<file path="config.mk">
export PLATFORM = sky130hd
export DESIGN_NAME = round_robin_process_scheduler_unit
export DESIGN_NICKNAME = d
export VERILOG_FILES = /design/src/hdl/rrps_pkg.sv /design/src/hdl/rrps_ram.sv /design/src/hdl/rrps_cfg.sv /design/src/hdl/round_robin_process_scheduler_unit.sv
export SDC_FILE = /design/constraint.sdc
export NUM_CORES = 1
export LEC_CHECK = 0
export BUFFER_PORTS_ARGS = -buffer_cell sky130_fd_sc_hd__buf_4
export CAP_MARGIN = 25
export CORE_ASPECT_RATIO = 0.75
export CORE_MARGIN = 2
export CORE_UTILIZATION = 25
export DETAILED_ROUTE_END_ITERATION = 6
export PLACE_DENSITY = 0.42
export SLEW_MARGIN = 15
export SYNTH_ARGS = -nofsm -noshare
export SYNTH_HDL_FRONTEND = slang
export SYNTH_SLANG_ARGS = --single-unit
</file>
<file path="constraint.sdc">
create_clock -name clk -period 3.9 [get_ports clk]
set_input_delay 0.39 -clock clk [delete_from_list [all_inputs] [get_ports clk]]
set_output_delay 0.39 -clock clk [all_outputs]
set_load 0.1 [all_outputs]
</file>
<file path="src/hdl/rrps_pkg.sv">
`timescale 1ns / 1ps

package rrps_pkg;

  localparam int NUM_SLOTS = 8;
  localparam int SLOT_W    = $clog2(NUM_SLOTS);
  localparam int WORD_W    = 16;

  localparam logic [WORD_W-1:0] QUANTUM_RST = 16'd100;
  localparam logic [WORD_W-1:0] STACK_RST   = 16'hFF00;
  localparam logic [WORD_W-1:0] FIRST_SEG   = 16'h2000;

  localparam int CFG_AW = 3;
  localparam int CFG_DW = 32;

  // register select, taken from paddr[2]
  localparam logic REG_QUANTUM    = 1'b0;
  localparam logic REG_INIT_STACK = 1'b1;

  typedef enum logic [1:0] {
    OP_TICK  = 2'd0,
    OP_ALLOC = 2'd1,
    OP_TERM  = 2'd2,
    OP_KILL  = 2'd3
  } op_t;

  typedef struct packed {
    logic [WORD_W-1:0] quantum;
    logic [WORD_W-1:0] initial_stack;
  } cfg_t;

endpackage

</file>
<file path="src/hdl/rrps_ram.sv">
`timescale 1ns / 1ps

module rrps_ram #(
  parameter int WIDTH = 16,
  parameter int DEPTH = 8,
  localparam int AW   = $clog2(DEPTH)
) (
  input  logic             clk,
  input  logic             we,
  input  logic [AW-1:0]    waddr,
  input  logic [WIDTH-1:0] wdata,
  input  logic             re,
  input  logic [AW-1:0]    raddr,
  output logic [WIDTH-1:0] rdata
);

  logic [WIDTH-1:0] mem_r [DEPTH];
  logic [WIDTH-1:0] rdata_r;

  always_ff @(posedge clk) begin
    if (we) begin
      mem_r[waddr] <= wdata;
    end
    if (re) begin
      rdata_r <= mem_r[raddr];
    end
  end

  assign rdata = rdata_r;

endmodule

</file>
<file path="src/hdl/rrps_cfg.sv">
`timescale 1ns / 1ps

module rrps_cfg
  import rrps_pkg::*;
(
  input  logic              clk,
  input  logic              rst_n,
  input  logic              psel,
  input  logic              penable,
  input  logic              pwrite,
  input  logic [CFG_AW-1:0] paddr,
  input  logic [CFG_DW-1:0] pwdata,
  output logic [CFG_DW-1:0] prdata,
  output logic              pready,
  output cfg_t              cfg
);

  cfg_t cfg_r;
  logic wr_en;

  assign pready = 1'b1;
  assign wr_en  = psel & penable & pwrite;

  always_ff @(posedge clk) begin
    if (!rst_n) begin
      cfg_r.quantum       <= QUANTUM_RST;
      cfg_r.initial_stack <= STACK_RST;
    end else if (wr_en) begin
      unique case (paddr[2])
        REG_QUANTUM:    cfg_r.quantum       <= pwdata[WORD_W-1:0];
        REG_INIT_STACK: cfg_r.initial_stack <= pwdata[WORD_W-1:0];
        default: ;
      endcase
    end
  end

  always_comb begin
    unique case (paddr[2])
      REG_QUANTUM:    prdata = CFG_DW'(cfg_r.quantum);
      REG_INIT_STACK: prdata = CFG_DW'(cfg_r.initial_stack);
      default:        prdata = '0;
    endcase
  end

  assign cfg = cfg_r;

endmodule

</file>
<file path="src/hdl/round_robin_process_scheduler_unit.sv">
`timescale 1ns / 1ps
// Channel | Ports                          | Contents
// --------+--------------------------------+-------------------------------------------
// in      | in_tvalid/tready/tdata/tuser   | one operation per transaction
// out     | out_tvalid/tready/tdata/tuser  | one result per accepted transaction
// cfg     | cfg_psel/penable/pwrite/...    | quantum at 0x0, initial_stack at 0x4
//
// Each item passes two states: accept and stack-table read, then update and result load.
// The stack table read is registered, so the update and result load wait for that read.
// Reset is synchronous; unwritten stack entries read as 0xFF00 through per-entry valid bits.
// A finished result sits in the output register; the next item is taken while it waits,
// and its update holds until that register is free.

module round_robin_process_scheduler_unit
  import rrps_pkg::*;
(
  input  logic              clk,
  input  logic              rst_n,
  input  logic              in_tvalid,
  output logic              in_tready,
  input  logic [39:0]       in_tdata,   // segment_in[15:0], sp_in[31:16], slot_in[34:32]
  input  logic [1:0]        in_tuser,   // op[1:0]
  output logic              out_tvalid,
  input  logic              out_tready,
  output logic [39:0]       out_tdata,  // segment_out[15:0], sp_out[31:16], slot_out[34:32]
  output logic [1:0]        out_tuser,  // ok[0], switched[1]
  input  logic              cfg_psel,
  input  logic              cfg_penable,
  input  logic              cfg_pwrite,
  input  logic [CFG_AW-1:0] cfg_paddr,
  input  logic [CFG_DW-1:0] cfg_pwdata,
  output logic [CFG_DW-1:0] cfg_prdata,
  output logic              cfg_pready
);

  typedef enum logic [1:0] {
    ST_IDLE = 2'b01,
    ST_EXEC = 2'b10
  } st_t;

  cfg_t cfg;

  st_t                 state_r, state_nxt;
  op_t                 op_r;
  logic [WORD_W-1:0]   seg_r, sp_r;
  logic [2:0]          kslot_r;
  logic [SLOT_W-1:0]   next_r, rd_addr_r;
  logic                found_r;

  logic [SLOT_W-1:0]   cur_r, cur_nxt;
  logic [WORD_W-1:0]   tick_r, tick_nxt;
  logic                started_r, started_nxt;
  logic [NUM_SLOTS-1:0] active_r, active_nxt;
  logic [NUM_SLOTS-1:0] stk_vld_r;

  logic                out_valid_r;
  logic [39:0]         out_data_r;
  logic [1:0]          out_user_r;

  logic                in_hs, commit;
  logic                rr_found;
  logic [SLOT_W-1:0]   rr_slot, rd_addr;
  logic                free_found;
  logic [SLOT_W-1:0]   free_slot;
  logic [WORD_W-1:0]   ram_rdata, stack_rd;

  logic                we_c, we;
  logic [SLOT_W-1:0]   waddr;
  logic [WORD_W-1:0]   wdata;

  logic [WORD_W-1:0]   res_seg, res_sp;
  logic [SLOT_W-1:0]   res_slot;
  logic                res_ok, res_sw;

  function automatic logic [WORD_W-1:0] slot_seg(input logic [SLOT_W-1:0] j);
    logic [SLOT_W:0] s;
    s = {1'b0, j} + (SLOT_W+1)'(2);
    return WORD_W'({s, 12'h000});
  endfunction

  rrps_cfg u_cfg (
    .clk     (clk),
    .rst_n   (rst_n),
    .psel    (cfg_psel),
    .penable (cfg_penable),
    .pwrite  (cfg_pwrite),
    .paddr   (cfg_paddr),
    .pwdata  (cfg_pwdata),
    .prdata  (cfg_prdata),
    .pready  (cfg_pready),
    .cfg     (cfg)
  );

  rrps_ram #(
    .WIDTH (WORD_W),
    .DEPTH (NUM_SLOTS)
  ) u_stack_ram (
    .clk   (clk),
    .we    (we),
    .waddr (waddr),
    .wdata (wdata),
    .re    (in_hs),
    .raddr (rd_addr),
    .rdata (ram_rdata)
  );

  assign in_tready = (state_r == ST_IDLE);
  assign in_hs     = in_tvalid & in_tready;
  assign commit    = (state_r == ST_EXEC) && (!out_valid_r || out_tready);

  // next active slot after the current one, cyclic, current slot excluded
  always_comb begin
    logic [SLOT_W:0] sum;
    rr_found = 1'b0;
    rr_slot  = cur_r;
    for (int k = NUM_SLOTS - 1; k >= 1; k--) begin
      sum = {1'b0, cur_r} + (SLOT_W+1)'(k);
      if (sum >= (SLOT_W+1)'(NUM_SLOTS)) begin
        sum = sum - (SLOT_W+1)'(NUM_SLOTS);
      end
      if (active_r[sum[SLOT_W-1:0]]) begin
        rr_found = 1'b1;
        rr_slot  = sum[SLOT_W-1:0];
      end
    end
  end

  always_comb begin
    free_found = 1'b0;
    free_slot  = '0;
    for (int j = NUM_SLOTS - 1; j >= 0; j--) begin
      if (!active_r[j]) begin
        free_found = 1'b1;
        free_slot  = SLOT_W'(j);
      end
    end
  end

  assign rd_addr  = started_r ? rr_slot : '0;
  assign stack_rd = stk_vld_r[rd_addr_r] ? ram_rdata : STACK_RST;

  always_comb begin
    res_seg     = '0;
    res_sp      = '0;
    res_slot    = '0;
    res_ok      = 1'b0;
    res_sw      = 1'b0;
    we_c        = 1'b0;
    waddr       = cur_r;
    wdata       = cfg.initial_stack;
    cur_nxt     = cur_r;
    tick_nxt    = tick_r;
    started_nxt = started_r;
    active_nxt  = active_r;
    case (op_r)
      OP_TICK: begin
        res_seg = seg_r;
        res_sp  = sp_r;
        if (!started_r) begin
          started_nxt = 1'b1;
          tick_nxt    = tick_r + 1'b1;
          res_seg     = FIRST_SEG;
          res_sp      = stack_rd;
        end else if (tick_r == cfg.quantum) begin
          tick_nxt = '0;
          we_c     = 1'b1;
          wdata    = sp_r;
          if (found_r) begin
            res_seg = slot_seg(next_r);
            res_sp  = stack_rd;
            cur_nxt = next_r;
            res_sw  = 1'b1;
          end
        end else begin
          tick_nxt = tick_r + 1'b1;
        end
        res_slot = cur_nxt;
      end
      OP_ALLOC: begin
        if (free_found) begin
          active_nxt[free_slot] = 1'b1;
          we_c     = 1'b1;
          waddr    = free_slot;
          res_seg  = slot_seg(free_slot);
          res_slot = free_slot;
          res_ok   = 1'b1;
        end
      end
      OP_TERM: begin
        active_nxt[cur_r] = 1'b0;
        we_c = 1'b1;
      end
      OP_KILL: begin
        if (int'(kslot_r) < NUM_SLOTS) begin
          waddr = SLOT_W'(kslot_r);
          active_nxt[waddr] = 1'b0;
          we_c  = 1'b1;
        end
      end
      default: ;
    endcase
  end

  assign we = commit & we_c;

  always_comb begin
    state_nxt = state_r;
    unique case (state_r)
      ST_IDLE: if (in_hs) state_nxt = ST_EXEC;
      ST_EXEC: if (commit) state_nxt = ST_IDLE;
      default: state_nxt = ST_IDLE;
    endcase
  end

  always_ff @(posedge clk) begin
    if (!rst_n) begin
      state_r     <= ST_IDLE;
      cur_r       <= '0;
      tick_r      <= '0;
      started_r   <= 1'b0;
      active_r    <= '0;
      stk_vld_r   <= '0;
      out_valid_r <= 1'b0;
    end else begin
      state_r <= state_nxt;
      if (commit) begin
        cur_r     <= cur_nxt;
        tick_r    <= tick_nxt;
        started_r <= started_nxt;
        active_r  <= active_nxt;
      end
      if (we) begin
        stk_vld_r[waddr] <= 1'b1;
      end
      if (commit) begin
        out_valid_r <= 1'b1;
      end else if (out_tready) begin
        out_valid_r <= 1'b0;
      end
    end
  end

  always_ff @(posedge clk) begin
    if (in_hs) begin
      op_r      <= op_t'(in_tuser);
      seg_r     <= in_tdata[15:0];
      sp_r      <= in_tdata[31:16];
      kslot_r   <= in_tdata[34:32];
      next_r    <= rr_slot;
      found_r   <= rr_found;
      rd_addr_r <= rd_addr;
    end
    if (commit) begin
      out_data_r <= {5'b0, 3'(res_slot), res_sp, res_seg};
      out_user_r <= {res_sw, res_ok};
    end
  end

  assign out_tvalid = out_valid_r;
  assign out_tdata  = out_data_r;
  assign out_tuser  = out_user_r;

  a_accept_to_exec: assert property (@(posedge clk) disable iff (!rst_n)
    in_hs |=> (state_r == ST_EXEC))
    else $error("accepted transaction did not enter execution");

  a_switch_leaves_slot: assert property (@(posedge clk) disable iff (!rst_n)
    (commit && res_sw) |-> (res_slot != cur_r))
    else $error("switch chose the running slot");

  a_alloc_marks_active: assert property (@(posedge clk) disable iff (!rst_n)
    (commit && res_ok) |=> active_r[$past(res_slot)])
    else $error("allocated slot not marked active");

endmodule

</file>
==> results.toml <==
[timing]
hold_violations = 0
max_freq_ghz = 0.270
finalSetupTns_ps = 0
period_minus_slack_ps = 3710
finalWorstSetupSlack_ps = 192
finalSetupViolCount = 0
tightest_slew_ps = 994
fin_crit_sh_pct = 95.1
slew_headroom_pct = 33.7
rsz0062_at_grt = "false"
skew_ps = 12.5
maxSlewViolCount = 0
hold_ws_ps = 41.3

[global_routing]
grt_usage_pct = 13.8
grt_pass1_vias = 8582
overflow = 0
grt_pass1_wl_mm = 57.2
grt_max_degree = 62
antenna_found_initial = 0

[detailed_routing]
routed_via_density = 4.55
met2_length_mm = 15.7
wirelength_mm = 38.2
routed.top_layer = "met4"
ant_nets = 0
dr.pass1.iters = 5
drc = 0
met1_length_mm = 20.2
drt-initial-drc-count = 765
wl_per_cell_um = 19.7
wl_met3_mm = 1.54
num_vias = 8823

[setup_path]
worstPathArrival_ps = 4000
critPathMaxFanout = 16
path_class = "flip-flop to flip-flop"
critPathRequiredTime_ps = 4190
r2r-end = "u_stack_ram.rdata[1]"
critPathCaptureType = "flip-flop"
timing.rr.start = "cur_r[0]"
reg2regPathDepth = 10
startpoint_type = "flip-flop"
r2r_slack_ps = 190

[clock_tree]
cts_tree = "done"
htree_levels = 1
cts_root_buffer = "clkbuf_16"
clk_pin_slew_ps = 60
clockBufferDepth = 3
clk_latency_ps = 570
clock-sinks = 296
cts_buffers = 29

[logic_synthesis]
synth-async-reset-ratio_pct = 0
netlist_top_cells_count = "edfxtp_1, nand2_1, dfxtp_1, a21oi_1, nand3_1"
synth_edf_count = 225
synth_top_flop_cell = "edfxtp_1"
ys_seq_area_share_pct = 62.0
syn_avg_cell_area_um2 = 12.6
yosysUniqueCellTypes = 64
synthTopCellsByArea = "edfxtp_1, dfxtp_1, nand2_1, mux2_2, mux2i_1"
synthCells = 1045
synth_most_common_cell = "edfxtp_1"
netlist.area_leader.share_pct = 51.3
synth_area_um2 = 13200
synth_warnings = 0
ys_ff_latch = 296
yosysTopAreaCell = "edfxtp_1"

[power]
power_frac_seq_pct = 51.4
irDropWorstVdd_mv = 0.327
p_clk_share_pct = 41.4
share_comb_of_total_power_pct = 7.2
power_density_nw_per_um2 = 415
swShare_pct = 23.8
p_int_w = 0.00515
leakagePower_nw = 5.92
p_switching_w = 0.00161

[layout]
drive_above_1_share_pct = 23.3
nNetsFinal = 1309
antennaDiodeCount = 0
utilization_pct = 31.4
area_delta_synth_final_pct = 23.5

[floorplanning]
die-area_um2 = 54600
core_area_um2 = 51800
num_rows = 72
boundaryPins = 161
start_util_pct = 25.4
die_h_um = 203
die_w_um = 269

[run]
max-cap-violations = 0

[worst_hold_path]
hold_start = "cfg_pwdata[10]"
whs_path_depth = 3
hp-class = "input port to flip-flop"
holdPathEnd = "u_cfg.cfg[10]"

[placed_design]
place_congestion = 0.811
dp_hpwl_mm = 24.5
place_ws_ps = 137
io_buffers = 115

[run_status]
status = "finished clean"
[per-layer routing]
layer  vias to the layer above  track usage, %
li1                       4210               -
met1                      4360            21.8
met2                       208            19.2
met3                        45            2.22
met4                         0            3.33
met5                         -               0
[metrics by stage]
stage	power [W]	cells	area [um^2]
after floorplan	0.00387	1065	13300
after global placement	0.00400	1848	15000
after global routing	0.00701	1940	16300
final	0.00676	1940	16300
after detailed placement	0.00400	1848	15000
after CTS	0.00686	1939	16300
[worst max-delay path: stages (launching register included)]
cell,delay [ps]
dfxtp_1,330
clkinv_1,90
ha_2,440
mux4_2,600
mux2_2,360
a211o_1,350
or3_2,440
buf_4,240
a221oi_1,330
a211o_1,150
o31ai_1,90
[flip-flops by register name (all words and copies together), names as in the netlist, 16 cells and up]
signal,cells
u_stack_ram.mem_r,128
out_tdata,35
u_cfg.cfg,32
seg_r,16
sp_r,16
tick_r,16
u_stack_ram.rdata,16
[power groups by stage]
stage | Clock (W) | Sequential [W] | Combinational [W]
after floorplan | 0 | 0.00357 | 0.000302
after global placement | 0 | 0.00355 | 0.000457
after detailed placement | 0 | 0.00355 | 0.000458
after CTS | 0.00289 | 0.00348 | 0.000490
after global routing | 0.00302 | 0.00348 | 0.000512
final | 0.00280 | 0.00348 | 0.000487
[cell type report]
type,count,area [um^2]
multi-input combinational,670,4610
clock buffer,42,815
tap,703,880
timing repair buffer,197,1610
sequential,296,8180
fill,5270,35500
clock inverter,12,120
inverter,20,75.1
[cell families (layout without fill, tap and decap cells)]
group / after synthesis / after routing / share of synthesized area (%)
AND/OR/NAND/NOR: 311 / 311 / 11.1
flip-flops: 296 / 296 / 62.0
AO/OA/AOI/OAI: 214 / 214 / 11.9
buffers and inverters: 99 / 271 / 3.95
multiplexers: 82 / 82 / 7.89
XOR/XNOR: 30 / 30 / 1.99
adder cells (fa/ha/maj): 11 / 11 / 1.04
other: 2 / 22 / 0.0570
[repair_timing]
action                                  in CTS  in global routing
hold endpoints to repair                    37                  0
resized for setup                            0                  1
endpoints found under the setup margin       0                  2
hold buffers                                37                  0
setup buffers                                0                  0
[layout by cell type (no fill, tap or decap), drive strengths merged, types with 28 or more instances in the layout]
cell type,Yosys,routed
dlygate4sd3,0,37
a21oi,50,50
o21ai,28,28
mux2,39,39
dfxtp,71,71
nand2,125,125
buf,43,160
a21boi,29,29
nor2,43,43
nand3,47,47
edfxtp,225,225
clkbuf,36,42
mux2i,30,30
[worst max path at each step]
stage	slack, ps	from	end	depth (start not counted)
after floorplan	90	state_r[0]	state_r[0]	3
after global placement	150	cur_r[0]	u_stack_ram.rdata[1]	10
after detailed placement	140	cur_r[0]	u_stack_ram.rdata[1]	10
after CTS	120	cur_r[0]	u_stack_ram.rdata[1]	10
after global routing	30	cur_r[0]	u_stack_ram.rdata[1]	14
final	190	cur_r[0]	u_stack_ram.rdata[1]	10
No activity file was read; power rests on OpenSTA's default activity.
